--- src/assert_macros.svh ---
// Assertion helpers shared by the RTL.
// Each macro checks on the rising edge of clock and is quiet while reset is high.
`ifndef ASSERT_MACROS_SVH
`define ASSERT_MACROS_SVH

// The property must hold at every checked edge.
`define PSN_ASSERT(label, prop, msg) \
   label: assert property (@(posedge clock) disable iff (reset) prop) else $error(msg);

// The condition must never be true at a checked edge.
`define PSN_NEVER(label, cond, msg) \
   label: assert property (@(posedge clock) disable iff (reset) !(cond)) else $error(msg);

`endif

--- src/psn_pkg.sv ---
package psn_pkg;

   localparam int MAX_POINTS = 64;
   localparam int IDX_W      = $clog2(MAX_POINTS);
   localparam int CNT_W      = IDX_W + 1;
   localparam int SUM_W      = 38;
   localparam int ACC_W      = 72;
   localparam int DIV_W      = 72;
   localparam int STEP_W     = 7;
   localparam logic [31:0] ONE_Q16 = 32'h0001_0000;

   // Iterations of the shared divider for each job
   localparam logic [STEP_W-1:0] MEAN_STEPS = STEP_W'(SUM_W);
   localparam logic [STEP_W-1:0] VAR_STEPS  = STEP_W'(ACC_W);
   localparam logic [STEP_W-1:0] NORM_STEPS = STEP_W'(48);

   // Request to the shared divider; dividend is left aligned
   typedef struct packed {
      logic              start;
      logic [STEP_W-1:0] steps;
      logic [DIV_W-1:0]  dividend;
      logic [31:0]       divisor;
   } div_req_type;

   typedef enum logic [13:0] {
      S_IDLE    = 14'b00000000000001,
      S_MEAN_GO = 14'b00000000000010,
      S_MEAN_W  = 14'b00000000000100,
      S_VRD     = 14'b00000000001000,
      S_VMUL    = 14'b00000000010000,
      S_VACC    = 14'b00000000100000,
      S_VDIV_GO = 14'b00000001000000,
      S_VDIV_W  = 14'b00000010000000,
      S_SQRT_GO = 14'b00000100000000,
      S_SQRT_W  = 14'b00001000000000,
      S_ORD     = 14'b00010000000000,
      S_NDIV_GO = 14'b00100000000000,
      S_NDIV_W  = 14'b01000000000000,
      S_SEND    = 14'b10000000000000
   } state_type;

endpackage

--- src/psn_div.sv ---
// Restoring divider, one quotient bit per cycle
module psn_div import psn_pkg::*; (
   input  logic             clock,
   input  logic             reset,
   input  div_req_type      req,
   output logic [DIV_W-1:0] quotient,
   output logic             done
);

   logic [DIV_W-1:0]  num_ff, num_in;
   logic [DIV_W-1:0]  quo_ff, quo_in;
   logic [31:0]       rem_ff, rem_in;
   logic [31:0]       dsr_ff, dsr_in;
   logic [STEP_W-1:0] cnt_ff, cnt_in;
   logic              busy_ff, busy_in;
   logic              done_ff, done_in;
   logic [32:0]       shifted;
   logic [32:0]       trial;
   logic              fits;

   // one trial subtraction
   assign shifted = {rem_ff, num_ff[DIV_W-1]};
   assign trial   = shifted - {1'b0, dsr_ff};
   assign fits    = shifted >= {1'b0, dsr_ff};

   always_comb begin
      num_in  = num_ff;
      quo_in  = quo_ff;
      rem_in  = rem_ff;
      dsr_in  = dsr_ff;
      cnt_in  = cnt_ff;
      busy_in = busy_ff;
      done_in = 1'b0;
      if (req.start) begin
         num_in  = req.dividend;
         quo_in  = '0;
         rem_in  = '0;
         dsr_in  = req.divisor;
         cnt_in  = req.steps;
         busy_in = 1'b1;
      end else if (busy_ff) begin
         num_in = {num_ff[DIV_W-2:0], 1'b0};
         quo_in = {quo_ff[DIV_W-2:0], fits};
         rem_in = fits ? trial[31:0] : shifted[31:0];
         cnt_in = cnt_ff - 1'b1;
         if (cnt_ff == STEP_W'(1)) begin
            busy_in = 1'b0;
            done_in = 1'b1;
         end
      end
   end

   always_ff @(posedge clock) begin
      num_ff <= num_in;
      quo_ff <= quo_in;
      rem_ff <= rem_in;
      dsr_ff <= dsr_in;
      cnt_ff <= cnt_in;
      if (reset) begin
         busy_ff <= 1'b0;
         done_ff <= 1'b0;
      end else begin
         busy_ff <= busy_in;
         done_ff <= done_in;
      end
   end

   assign quotient = quo_ff;
   assign done     = done_ff;

endmodule

--- config.mk ---
export PLATFORM = sky130hd
export DESIGN_NAME = psn_div
export DESIGN_NICKNAME = d
export VERILOG_FILES = /design/src/assert_macros.svh /design/src/psn_pkg.sv /design/src/psn_div.sv
export SDC_FILE = /design/constraint.sdc
export NUM_CORES = 1
export LEC_CHECK = 0
export ABC_AREA = 1
export BUFFER_PORTS_ARGS = -buffer_cell sky130_fd_sc_hd__clkbuf_2
export CORE_ASPECT_RATIO = 0.75
export CORE_MARGIN = 2
export CORE_UTILIZATION = 47
export CTS_CLUSTER_DIAMETER = 120
export CTS_CLUSTER_SIZE = 20
export DETAILED_ROUTE_END_ITERATION = 8
export PLACE_DENSITY = 0.79
export SLEW_MARGIN = 0
export SYNTH_ARGS = -nofsm -noshare
export SYNTH_HDL_FRONTEND = slang
export SYNTH_SLANG_ARGS = --single-unit
--- constraint.sdc ---
create_clock -name clock -period 11.7 [get_ports clock]
set_input_delay 2.34 -clock clock [delete_from_list [all_inputs] [get_ports clock]]
set_output_delay 2.34 -clock clock [all_outputs]
set_load 0.005 [all_outputs]
==> impl_metrics.json <==
{
  "htreeDepth": 1,
  "run_status": "completed",
  "placed_insts": 1819,
  "yosys-mux-area-fraction_pct": 0,
  "timing_hold_violations_final": 0,
  "ys_dominant_reg_cell": "sky130_fd_sc_hd__edfxtp_1",
  "ir_worst_vdd_mv": 0.0992,
  "dpl.hpwl_um": 18600,
  "final-setup-viol-count": 0,
  "synthAdderAreaFrac_pct": 4.16,
  "fill_cells": 2114,
  "maxCapViolations": 0,
  "critical-path-slowest-cell": "sky130_fd_sc_hd__buf_4",
  "dieArea_um2": 24000,
  "detailedRoute.firstIterationViolations": 723,
  "aggregate_global_route_resource_usage_pct": 21.1,
  "crit_path_max_cell_delay_ns": 0.96,
  "drt-wirelength-per-cell_um": 13.9,
  "syn_avg_cell_area_um2": 7.77,
  "clkLatencyLatePin_ns": 0.50,
  "seq_area_frac_synth_pct": 50.9,
  "tritoncts": "yes",
  "syn-cell-area_um2": 10700,
  "flow.area_growth_from_synthesis_pct": 14.6,
  "dr_total_vias": 9159,
  "relSlewSlack_pct": 23.0,
  "worst_hold_slack_ns": 0.475,
  "leading_cell_type_in_the_layout_fill_and_taps_excluded": "sky130_fd_sc_hd__nand2_1",
  "total_leakage_power_nw": 6.14,
  "layout_common_cells": "557 x sky130_fd_sc_hd__nand2_1, 222 x sky130_fd_sc_hd__inv_1, 185 x sky130_fd_sc_hd__clkbuf_2",
  "die-width_um": 178,
  "synth_enable_flop_cells": 111,
  "path_max_fanout": 94,
  "asyncSetResetFlopFracSynth_pct": 0,
  "grt_start_max_net_pins": 95,
  "timing.fmax_mhz": 241,
  "layoutNonFillerInstCount": 1843,
  "worstHoldPathType": "register to register",
  "setup_total_neg_slack_ns": 0,
  "cp.required_ns": 11.81,
  "netlist_instances": 1378,
  "cts_hold_bufs": 0,
  "drt_pre_antenna_iters": 5,
  "final_worst_path_cycle_share_pct": 35.5,
  "globalRoute.totalOverflow": 0,
  "design.core.area_um2": 22200,
  "synth-xor-area-share_pct": 1.39,
  "crit_chain": "buf_4 -> nor2_2 -> inv_4 -> buf_4",
  "timing.critical_path.to_type": "register",
  "rsz0062_at_grt": "false",
  "cts.root.buffer_cell": "sky130_fd_sc_hd__clkbuf_16",
  "boundaryPins": 187,
  "post_synth_and_or_nand_nor_area_fraction_pct": 26.7,
  "final_critical_path_setup_slack_ns": 7.54,
  "post_synthesis_compound_gate_area_fraction_pct": 6.95,
  "largest_family_of_logic_cells_by_synthesized_area": "simple AND/OR/NAND/NOR gates",
  "gpl.final_weighted_congestion": 0.926,
  "row_count": 47,
  "cts_buffers": 14,
  "dpl_worst_slack_ns": 7.03,
  "routed_via_density": 4.97,
  "diodes": 0,
  "layout-drive-gt1-share_pct": 14.7,
  "maxSlewViolCount": 0,
  "worst-slew-pin-transition_ns": 1.15,
  "die_height_um": 135,
  "worst_path_dominant_cell_family": "buffers and inverters",
  "grt_antenna_before_repair": 0,
  "ant_nets": 0,
  "powerDensity_nw_per_um2": 121,
  "clk_pin_slew_worst_paths_ns": 0.08,
  "cp-start-kind": "input port",
  "layout.nets": 1690,
  "cp_data_arrival_time_ns": 4.27,
  "yosys_warn_count": 0,
  "detail_route.drc_violations": 0,
  "synth_nets": 1527,
  "post_cts_buffers": 0,
  "yosys_register_bits": 217,
  "synth_cell_type_count": 37,
  "floorplan.initialDensity_pct": 48.2,
  "port_buffers": 186,
  "cts.sinks": 217,
  "period_minus_slack_ns": 4.16,
  "finalWirelength_um": 25700,
  "post_cts_resized": 0,
  "cts-root-to-sink-buffers": 3,
  "crit_type": "input port to register",
  "finalClockSkew_ns": 0.0271,
  "vias_in_the_first_global_route": 8532,
  "crit_top_cell": "sky130_fd_sc_hd__buf_4",
  "grt_first_pass_wirelength_um": 41300,
  "critical_path_buf_inv_count": 3
}
-- state kept, by name (all words and copies together) (netlist names) --
name / flops
num_ff: 72
quotient: 72
busy_ff: 1
rem_ff: 32
done: 1
dsr_ff: 32
cnt_ff: 7
-- layout make-up --
| class | count | area, um^2 | area share, % |
|---|---|---|---|
| clock buffer | 22 | 380 | 3.10 |
| inverter | 227 | 855 | 6.96 |
| clock inverter | 2 | 21.3 | 0.173 |
| sequential | 217 | 5460 | 44.5 |
| timing repair buffer | 193 | 986 | 8.03 |
| multi-input combinational | 888 | 4210 | 34.3 |
| tap | 294 | 368 | 3.00 |
-- through the flow --
stage | utilization, % | instance area (um^2) | power (mW)
final | 55.2 | 12300 | 1.48
after global routing | 55.2 | 12300 | 1.54
after CTS | 55.2 | 12300 | 1.49
after detailed placement | 53.4 | 11900 | 1.02
after global placement | 53.4 | 11900 | 1.01
after floorplan | - | 10700 | 0.966
-- synth_stat cells (6+ instances only) --
cell type	number	area (um^2)
sky130_fd_sc_hd__xor2_1	12	105
sky130_fd_sc_hd__nor2_1	47	176
sky130_fd_sc_hd__nor3_1	7	35.0
sky130_fd_sc_hd__nor2_2	6	37.5
sky130_fd_sc_hd__o21bai_1	7	52.6
sky130_fd_sc_hd__o22ai_1	70	438
sky130_fd_sc_hd__clkbuf_1	30	113
sky130_fd_sc_hd__nand3b_1	9	67.6
sky130_fd_sc_hd__nand4_1	8	50.1
sky130_fd_sc_hd__o21ai_0	15	75.1
sky130_fd_sc_hd__buf_1	8	30.0
sky130_fd_sc_hd__dfxtp_1	106	2120
sky130_fd_sc_hd__a21oi_1	22	110
sky130_fd_sc_hd__edfxtp_1	111	3330
sky130_fd_sc_hd__ha_1	34	425
sky130_fd_sc_hd__nand3_1	68	340
sky130_fd_sc_hd__nand2_1	558	2090
sky130_fd_sc_hd__inv_1	223	837
-- worst paths after layout --
check / from / endpoint / slack, ns / cells past startpoint
worst max-delay path: req[111] / num_ff[69]$_DFFE_PP_ / 7.54 / 4
worst min-delay path: quotient[71]$_SDFFE_PP0P_ / quotient[71]$_SDFFE_PP0P_ / 0.47 / 2
worst max register to register: dsr_ff[19]$_DFFE_PP_ / rem_ff[31]$_SDFFE_PP0P_ / 8.57 / 13
worst min register to register: quotient[71]$_SDFFE_PP0P_ / quotient[71]$_SDFFE_PP0P_ / 0.47 / 2
-- worst register-to-register path, stage by stage (launching register included) --
cell,delay [ns]
sky130_fd_sc_hd__edfxtp_1,0.34
sky130_fd_sc_hd__inv_1,0.04
sky130_fd_sc_hd__ha_1,0.40
sky130_fd_sc_hd__nand2_1,0.15
sky130_fd_sc_hd__nor2_1,0.21
sky130_fd_sc_hd__nand2_1,0.14
sky130_fd_sc_hd__nor4_1,0.30
sky130_fd_sc_hd__nand2_1,0.09
sky130_fd_sc_hd__buf_4,0.24
sky130_fd_sc_hd__nand2_2,0.60
sky130_fd_sc_hd__nand2_1,0.31
sky130_fd_sc_hd__nand2_1,0.14
sky130_fd_sc_hd__nand2_1,0.06
sky130_fd_sc_hd__nand2_1,0.05
-- metal layers --
metal / GRT usage, % / share of wire [%] / vias to the layer above
met5: 0 / 0 / -
met1: 31.1 / 48 / 4137
li1: - / - / 4673
met4: 4.52 / 2.0 / 0
met3: 4.05 / 7.6 / 35
met2: 32.4 / 42 / 314
-- cell families after synthesis --
logic type,after synthesis
buffers and inverters,273
flip-flops,217
adder cells (fa/ha/maj),35
AND/OR/NAND/NOR,711
XOR/XNOR,17
AO/OA/AOI/OAI,125
-- power by group --
| group | leakage, nW | total [mW] | switching [mW] | internal, mW |
|---|---|---|---|---|
| Clock | 0.193 | 0.479 | 0.251 | 0.228 |
| Sequential | 1.98 | 0.858 | 0.0118 | 0.846 |
| Combinational | 3.97 | 0.143 | 0.0945 | 0.0486 |
| Total | 6.14 | 1.48 | 0.357 | 1.12 |
Note: power is estimated with default switching activity, not from simulation.
