### src/assert_macros.svh
// Assertion helpers shared by the RTL.
// Each macro checks on the rising edge of clock and is quiet while reset is high.
`ifndef ASSERT_MACROS_SVH
`define ASSERT_MACROS_SVH

// The property must hold at every checked edge.
`define PSN_ASSERT(label, prop, msg) \
   label: assert property (@(posedge clock) disable iff (reset) prop) else $error(msg);

// The condition must never be true at a checked edge.
`define PSN_NEVER(label, cond, msg) \
   label: assert property (@(posedge clock) disable iff (reset) !(cond)) else $error(msg);

`endif

### src/psn_pkg.sv
package psn_pkg;

   localparam int MAX_POINTS = 64;
   localparam int IDX_W      = $clog2(MAX_POINTS);
   localparam int CNT_W      = IDX_W + 1;
   localparam int SUM_W      = 38;
   localparam int ACC_W      = 72;
   localparam int DIV_W      = 72;
   localparam int STEP_W     = 7;
   localparam logic [31:0] ONE_Q16 = 32'h0001_0000;

   // Iterations of the shared divider for each job
   localparam logic [STEP_W-1:0] MEAN_STEPS = STEP_W'(SUM_W);
   localparam logic [STEP_W-1:0] VAR_STEPS  = STEP_W'(ACC_W);
   localparam logic [STEP_W-1:0] NORM_STEPS = STEP_W'(48);

   // Request to the shared divider; dividend is left aligned
   typedef struct packed {
      logic              start;
      logic [STEP_W-1:0] steps;
      logic [DIV_W-1:0]  dividend;
      logic [31:0]       divisor;
   } div_req_type;

   typedef enum logic [13:0] {
      S_IDLE    = 14'b00000000000001,
      S_MEAN_GO = 14'b00000000000010,
      S_MEAN_W  = 14'b00000000000100,
      S_VRD     = 14'b00000000001000,
      S_VMUL    = 14'b00000000010000,
      S_VACC    = 14'b00000000100000,
      S_VDIV_GO = 14'b00000001000000,
      S_VDIV_W  = 14'b00000010000000,
      S_SQRT_GO = 14'b00000100000000,
      S_SQRT_W  = 14'b00001000000000,
      S_ORD     = 14'b00010000000000,
      S_NDIV_GO = 14'b00100000000000,
      S_NDIV_W  = 14'b01000000000000,
      S_SEND    = 14'b10000000000000
   } state_type;

endpackage

### src/psn_sqrt.sv
// Integer square root, one root bit per cycle
module psn_sqrt import psn_pkg::*; (
   input  logic        clock,
   input  logic        reset,
   input  logic        start,
   input  logic [63:0] radicand,
   output logic [31:0] root,
   output logic        done
);

   logic [63:0] x_ff, x_in;
   logic [31:0] root_ff, root_in;
   logic [34:0] rem_ff, rem_in;
   logic [5:0]  cnt_ff, cnt_in;
   logic        busy_ff, busy_in;
   logic        done_ff, done_in;
   logic [34:0] rem_sh;
   logic [34:0] trial;
   logic        fits;

   // bring down two bits and try root*4+1
   assign rem_sh = {rem_ff[32:0], x_ff[63:62]};
   assign trial  = {1'b0, root_ff, 2'b01};
   assign fits   = rem_sh >= trial;

   always_comb begin
      x_in    = x_ff;
      root_in = root_ff;
      rem_in  = rem_ff;
      cnt_in  = cnt_ff;
      busy_in = busy_ff;
      done_in = 1'b0;
      if (start) begin
         x_in    = radicand;
         root_in = '0;
         rem_in  = '0;
         cnt_in  = 6'd32;
         busy_in = 1'b1;
      end else if (busy_ff) begin
         x_in    = {x_ff[61:0], 2'b00};
         root_in = {root_ff[30:0], fits};
         rem_in  = fits ? (rem_sh - trial) : rem_sh;
         cnt_in  = cnt_ff - 1'b1;
         if (cnt_ff == 6'd1) begin
            busy_in = 1'b0;
            done_in = 1'b1;
         end
      end
   end

   always_ff @(posedge clock) begin
      x_ff    <= x_in;
      root_ff <= root_in;
      rem_ff  <= rem_in;
      cnt_ff  <= cnt_in;
      if (reset) begin
         busy_ff <= 1'b0;
         done_ff <= 1'b0;
      end else begin
         busy_ff <= busy_in;
         done_ff <= done_in;
      end
   end

   assign root = root_ff;
   assign done = done_ff;

endmodule

### config.mk
export PLATFORM = sky130hd
export DESIGN_NAME = psn_sqrt
export DESIGN_NICKNAME = d
export VERILOG_FILES = /design/src/assert_macros.svh /design/src/psn_pkg.sv /design/src/psn_sqrt.sv
export SDC_FILE = /design/constraint.sdc
export NUM_CORES = 1
export LEC_CHECK = 0
export BUFFER_PORTS_ARGS = -buffer_cell sky130_fd_sc_hd__buf_2
export CAP_MARGIN = 10
export CORE_ASPECT_RATIO = 0.6
export CORE_MARGIN = 2
export CORE_UTILIZATION = 55
export DETAILED_ROUTE_END_ITERATION = 10
export PLACE_DENSITY = 0.76
export SETUP_SLACK_MARGIN = 0.3
export SYNTH_ARGS = -nofsm -noshare
export SYNTH_HDL_FRONTEND = slang
export SYNTH_SLANG_ARGS = --single-unit
export TNS_END_PERCENT = 20
### constraint.sdc
create_clock -name clock -period 3.8 [get_ports clock]
set_input_delay 0.76 -clock clock [delete_from_list [all_inputs] [get_ports clock]]
set_output_delay 0.76 -clock clock [all_outputs]
set_load 0.05 [all_outputs]
==> results of run 1 <==
-- per-layer routing --
| metal | GRT usage (%) | vias up | wire (um) | part of all wire, % |
|---|---|---|---|---|
| li1 | - | 2963 | - | - |
| met5 | 0 | - | 0 | 0 |
| met3 | 5.31 | 13 | 1220 | 6.9 |
| met1 | 36.6 | 2885 | 9000 | 51 |
| met4 | 6.06 | 0 | 139 | 0.78 |
| met2 | 33.8 | 192 | 7380 | 42 |
-- layout make-up --
class / count / area [um2]
Fill cell: 1091 / 4800
Multi-Input combinational cell: 535 / 3960
Sequential cell: 137 / 3390
Timing Repair Buffer: 108 / 578
Clock buffer: 18 / 429
Tap cell: 192 / 240
Inverter: 49 / 184
Clock inverter: 14 / 128
-- power groups by stage --
stage               Sequential [mW]  Clock, mW  Combinational (mW)
floorplan                      1.91          0                3.31
global placement               1.95          0                3.96
detailed placement             1.96          0                4.03
CTS                            1.93       1.60                4.06
global route                   1.96       1.67                4.51
finish                         1.93       1.58                4.15
-- flip-flops by register name (all words and copies together) (netlist names) --
signal,flops
busy_ff,1
cnt_ff,6
done,1
rem_ff,33
root,32
x_ff,64
-- critical path: stages (launching register included) --
cell and delay (ps):
dfxtp_1 390, inv_1 60, ha_1 390, a21o_1 240, a21oi_1 220, o21ai_0 230, a211o_1 380, o2111a_2 300
a21o_1 370, buf_12 250, mux2i_1 130, a211oi_1 270
-- Yosys cell counts, drive strengths merged, types with 27 or more instances --
cell,instances,area [um2]
dfxtp,73,1460
a21oi,33,169
o21ai,27,135
nand2,40,153
edfxtp,64,1920
nor2,86,323
inv,49,184
mux2,63,709
ha,36,450
mux2i,51,510
clkbuf,34,129
-- per-stage QoR --
step           utilization [%]  power (mW)  cell area, um2  hold WS, ps  worst slack [ps]
6_report                  65.0        7.66            8910          478               461
2_1_floorplan                -        5.22            7750          444               721
5_1_grt                   65.0        8.14            8910          512               331
3_5_place_dp              60.9        5.98            8340          472               509
3_3_place_gp              60.9        5.91            8340          460               583
4_1_cts                   64.9        7.59            8900          481               497
-- final timing paths --
| check | start | end | slack [ps] | cells past startpoint |
|---|---|---|---|---|
| worst max-delay path | root[9]$_SDFFE_PP0P_ | rem_ff[7]$_SDFFE_PP0P_ | 460 | 11 |
| worst min-delay path | rem_ff[21]$_SDFFE_PP0P_ | rem_ff[21]$_SDFFE_PP0P_ | 480 | 2 |
| worst max register to register | root[9]$_SDFFE_PP0P_ | rem_ff[7]$_SDFFE_PP0P_ | 460 | 11 |
| worst min register to register | rem_ff[21]$_SDFFE_PP0P_ | rem_ff[21]$_SDFFE_PP0P_ | 480 | 2 |
-- kinds of logic (layout without fill, tap and decap cells) --
kind of cell             Yosys count  after routing
AND/OR/NAND/NOR                  199            199
XOR/XNOR                          30             30
flip-flops                       137            137
buffers and inverters             98            189
multiplexers                     114            114
AO/OA/AOI/OAI                    156            156
adder cells (fa/ha/maj)           36             36
-- what timing repair did --
action / CTS / global route
endpoints found under the setup margin: 0 / 11
setup buffers: 0 / 0
gates resized for setup: 0 / 1
hold buffers: 0 / 0
==> results.py, run 1 <==
metrics = {
    "die": {
        "die_area_mm2": 0.0151,
        "core_mm2": 0.0137,
        "ios": 100,
        "start_util_pct": 56.6,
        "rows": 33,
        "die_h_um": 96.0,
        "die_w_um": 157,
    },
    "clocking": {
        "numClockSinks": 137,
        "cts-buffers-inserted": 17,
        "insertion_delay_ps": 420,
        "cts_buffer_depth": 2,
        "clkTransAtPathRegs_ps": 60,
        "clockRootBuffer": "clkbuf_16",
        "cts_tree": "built",
        "h-tree-depth": 4,
    },
    "detailed_routing": {
        "via_per_inst": 5.75,
        "routed_wl_um": 17700,
        "ant_nets": 0,
        "drc": 0,
        "firstDrtPassIters": 5,
        "wire_per_inst_um": 16.9,
        "vias": 6053,
        "drt_iter0_drc": 490,
    },
    "global_route": {
        "grt_pass1_vias": 5595,
        "grt_overflow": 0,
        "antenna_found_initial": 0,
        "grt_use_total_pct": 23.9,
        "grt_pass1_wl_um": 28400,
        "grt_start_max_net_pins": 66,
    },
    "synthesis": {
        "synthMuxAreaShare_pct": 15.7,
        "synthSimpleGateAreaFrac_pct": 12.1,
        "synth_flop_cell": "dfxtp_1",
        "synthCells": 770,
        "synth-edff-count": 64,
        "synth_top_family_by_area": "multiplexers",
        "ys_seq_elements": 137,
        "synth_compound_area_share_pct": 13.9,
        "synthXorXnorAreaFrac_pct": 3.39,
        "synth-adder-area-share_pct": 5.81,
        "yosys_warnings": 0,
        "async_flop_share_pct": 0,
        "yosysUniqueCellTypes": 69,
        "syn-num-nets": 873,
        "synth.avg_cell_area_um2": 10.1,
        "yosysSeqAreaShare_pct": 43.6,
        "syn_area_mm2": 0.00775,
    },
    "placed_design": {
        "portBuffers": 99,
        "dpl.hpwl_um": 12400,
        "placed_cells": 1021,
        "place.gp.congestion": 0.967,
    },
    "cells_and_area": {
        "final_cell_mix": "98 x buf_2, 86 x nor2_1, 72 x dfxtp_1",
        "finalNonFillerCells": 1053,
        "layout-drive-gt1-share_pct": 25.3,
        "layout_commonest_cell": "buf_2",
        "syn_to_final_growth_pct": 14.9,
        "num-nets-final": 951,
        "diodes": 0,
    },
    "sta": {
        "period_needed_ps": 3340,
        "hold_violations": 0,
        "setup_viol": 0,
        "worst_slew_pin_slew_ps": 820,
        "clock_skew_ps": 10.2,
        "timing.setup.tns_ps": 0,
        "rsz0062_at_grt": "false",
        "min_period_over_period_pct": 87.9,
        "slew_violations": 0,
        "relSlewSlack_pct": 45.3,
        "timing.fmax_ghz": 0.299,
    },
    "power_and_ir_drop": {
        "swShare_pct": 42.1,
        "power_density_mw_per_mm2": 860,
        "p_clk_share_pct": 20.6,
        "peakVddDrop_mv": 0.663,
        "combPwrFrac_pct": 54.2,
        "switchingPower_mw": 3.23,
        "leakage_nw": 3.74,
        "power.internal_mw": 4.43,
        "power_frac_seq_pct": 25.2,
    },
    "critical_path": {
        "path_max_fanout": 15,
        "setup.worst_path.start_class": "register",
        "end_kind": "register",
        "crit_type": "register to register",
        "required_ps": 4120,
        "arrival_ps": 3660,
    },
    "min_path": {
        "min-delay-path-class": "register to register",
    },
    "run": {
        "cap_viol_max_count": 0,
    },
    "status": {
        "outcome": "completed",
    },
}
(Power assumes the default switching activity.)
==> run 2, diff against run 1 <==
--- a/config.mk
+++ b/config.mk
@@ -8,10 +8,10 @@
 export BUFFER_PORTS_ARGS = -buffer_cell sky130_fd_sc_hd__buf_2
 export CAP_MARGIN = 10
 export CORE_ASPECT_RATIO = 0.6
-export CORE_MARGIN = 2
+export CORE_MARGIN = 4
 export CORE_UTILIZATION = 55
 export DETAILED_ROUTE_END_ITERATION = 10
-export PLACE_DENSITY = 0.76
+export PLACE_DENSITY = 0.88
 export SETUP_SLACK_MARGIN = 0.3
 export SYNTH_ARGS = -nofsm -noshare
 export SYNTH_HDL_FRONTEND = slang
==> run 2 against run 1 <==
Core utilization up 0.65 points. Setup slack better by 20 ps. First-iteration DRC count up 17%. Global-route usage down 2.0 points. Non-clock buffer count up 3. Die area up 6.8%. Design area up 1.0%. Worst hold slack better by 1.7 ps. Fmax up 0.59%. Combinational power down 2%. Flip-flop and latch count unchanged. Critical path type unchanged.
==> results.py, run 2 (same netlist as run 1, synthesis figures left out) <==
metrics = {
    "status": {
        "outcome": "completed",
    },
    "cells_and_area": {
        "layout-drive-gt1-share_pct": 25.8,
        "final_cell_mix": "98 x buf_2, 86 x nor2_1, 72 x dfxtp_1",
        "syn_to_final_growth_pct": 16.0,
        "diodes": 0,
        "largest_reg_flops": 64,
        "multiInputGateArea_mm2": 0.00397,
        "layout_commonest_cell": "buf_2",
        "num-nets-final": 954,
        "top_register": "x_ff",
        "seqCellArea_mm2": 0.00339,
        "design_area_mm2": 0.00900,
        "finalNonFillerCells": 1056,
        "fillers": 1085,
    },
    "sta": {
        "hold_violations": 0,
        "slew_violations": 0,
        "relSlewSlack_pct": 47.2,
        "worst_slew_pin_slew_ps": 785,
        "timing.setup.tns_ps": 0,
        "period_needed_ps": 3320,
        "setup_viol": 0,
        "clock_skew_ps": 9.57,
        "min_period_over_period_pct": 87.4,
        "setup_ws_ps": 480,
        "timing.fmax_ghz": 0.301,
        "rsz0062_at_grt": "false",
    },
    "die": {
        "start_util_pct": 56.6,
        "ios": 100,
        "die_w_um": 161,
        "die_h_um": 100,
        "die_area_mm2": 0.0161,
        "rows": 33,
        "core_mm2": 0.0137,
    },
    "detailed_routing": {
        "wire_per_inst_um": 16.8,
        "via_per_inst": 5.76,
        "firstDrtPassIters": 5,
        "drt_iter0_drc": 572,
        "routed_wl_um": 17700,
        "ant_nets": 0,
        "vias": 6084,
        "drc": 0,
    },
    "clocking": {
        "insertion_delay_ps": 420,
        "clkTransAtPathRegs_ps": 60,
        "cts_tree": "built",
        "postCtsSetupBuffers": 0,
        "h-tree-depth": 4,
        "cts-buffers-inserted": 17,
        "clockRootBuffer": "clkbuf_16",
        "cts_buffer_depth": 2,
        "numClockSinks": 137,
    },
    "power_and_ir_drop": {
        "swShare_pct": 41.6,
        "peakVddDrop_mv": 0.668,
        "switchingPower_mw": 3.22,
        "power.internal_mw": 4.52,
        "p_clk_share_pct": 22.5,
        "leakage_nw": 3.79,
        "combPwrFrac_pct": 52.7,
        "power_frac_seq_pct": 24.8,
        "power_density_mw_per_mm2": 861,
    },
    "critical_path": {
        "r2r-start": "root[9]$_SDFFE_PP0P_",
        "path_max_fanout": 15,
        "reg2regPathDepth": 11,
        "end_kind": "register",
        "rrSetupSlack_ps": 480,
        "arrival_ps": 3640,
        "worstReg2RegEnd": "rem_ff[8]$_SDFFE_PP0P_",
        "crit_type": "register to register",
        "required_ps": 4120,
        "setup.worst_path.start_class": "register",
    },
    "placed_design": {
        "dpl.hpwl_um": 12200,
        "place_area_mm2": 0.00835,
        "portBuffers": 99,
        "place.gp.congestion": 0.936,
        "dp_slack_ps": 558,
        "placed_cells": 1024,
    },
    "min_path": {
        "worst_hold_path.endpoint": "rem_ff[27]$_SDFFE_PP0P_",
        "min_path_cells": 2,
        "hp-start": "rem_ff[27]$_SDFFE_PP0P_",
        "min-delay-path-class": "register to register",
    },
    "global_route": {
        "grt_start_max_net_pins": 63,
        "grt_use_total_pct": 21.9,
        "grt_pass1_vias": 5646,
        "antenna_found_initial": 0,
        "grt_overflow": 0,
        "grt_pass1_wl_um": 28700,
    },
    "run": {
        "cap_viol_max_count": 0,
    },
}
[run 2: changes by cell type in the layout (fill, tap and decap cells not counted), sizes merged]
cell / change
bufinv: +2
clkbuf: -1
buf: +3
inv: -1
clkinv: +2
clkinvlp: -2
[run 2: worst max-delay path by stage]
stage / cells past startpoint / endpoint / startpoint / slack, ps
2_1_floorplan: 12 / rem_ff[16]$_SDFFE_PP0P_ / root[0]$_SDFFE_PP0P_ / 720
3_3_place_gp: 10 / rem_ff[6]$_SDFFE_PP0P_ / root[13]$_SDFFE_PP0P_ / 670
3_5_place_dp: 10 / rem_ff[8]$_SDFFE_PP0P_ / root[16]$_SDFFE_PP0P_ / 560
4_1_cts: 11 / rem_ff[8]$_SDFFE_PP0P_ / root[18]$_SDFFE_PP0P_ / 510
5_1_grt: 11 / rem_ff[3]$_SDFFE_PP0P_ / root[9]$_SDFFE_PP0P_ / 310
6_report: 11 / rem_ff[8]$_SDFFE_PP0P_ / root[9]$_SDFFE_PP0P_ / 480
[run 2: through the flow]
stage                     utilization [%]  power [mW]  hold slack (ps)
after floorplan                         -        5.22              444
after global placement               60.9        5.77              459
after detailed placement             60.9        5.85              472
after CTS                            65.6        7.66              480
after global routing                 65.6        8.22              494
final                                65.6        7.74              480
[run 2: layout make-up]
cell class | count | area share [%]
Inverter | 49 | 2.04
Clock inverter | 15 | 2.29
Clock buffer | 17 | 4.73
Tap cell | 192 | 2.67
Sequential cell | 137 | 37.6
Timing Repair Buffer | 111 | 6.54
Multi-Input combinational cell | 535 | 44.1
[run 2: power groups by stage]
| stage | registers, mW | clock network, mW | logic, mW |
|---|---|---|---|
| 2_1_floorplan | 1.91 | 0 | 3.31 |
| 3_3_place_gp | 1.94 | 0 | 3.83 |
| 3_5_place_dp | 1.95 | 0 | 3.90 |
| 4_1_cts | 1.92 | 1.76 | 3.98 |
| 5_1_grt | 1.95 | 1.84 | 4.43 |
| 6_report | 1.92 | 1.74 | 4.08 |
[run 2: what timing repair did]
action / in CTS / in global routing
resized for setup: 0 / 2
setup endpoints to repair: 0 / 5
hold buffers: 0 / 0
[run 2: metal layers]
| layer | track usage (%) | vias to the layer above | wire, um |
|---|---|---|---|
| met5 | 0 | - | 0 |
| met4 | 7.60 | 0 | 322 |
| met3 | 5.91 | 35 | 1630 |
| met2 | 30.9 | 271 | 7210 |
| met1 | 32.6 | 2821 | 8540 |
| li1 | - | 2957 | - |
[run 2: critical path: stages (launching register included)]
cell      delay [ps]
dfxtp_1          360
inv_1             70
ha_1             410
a21o_1           250
a21oi_1          200
o21ai_0          200
a211o_1          370
o2111a_2         300
a21o_1           330
buf_4            290
mux2i_1          150
a211oi_1         280
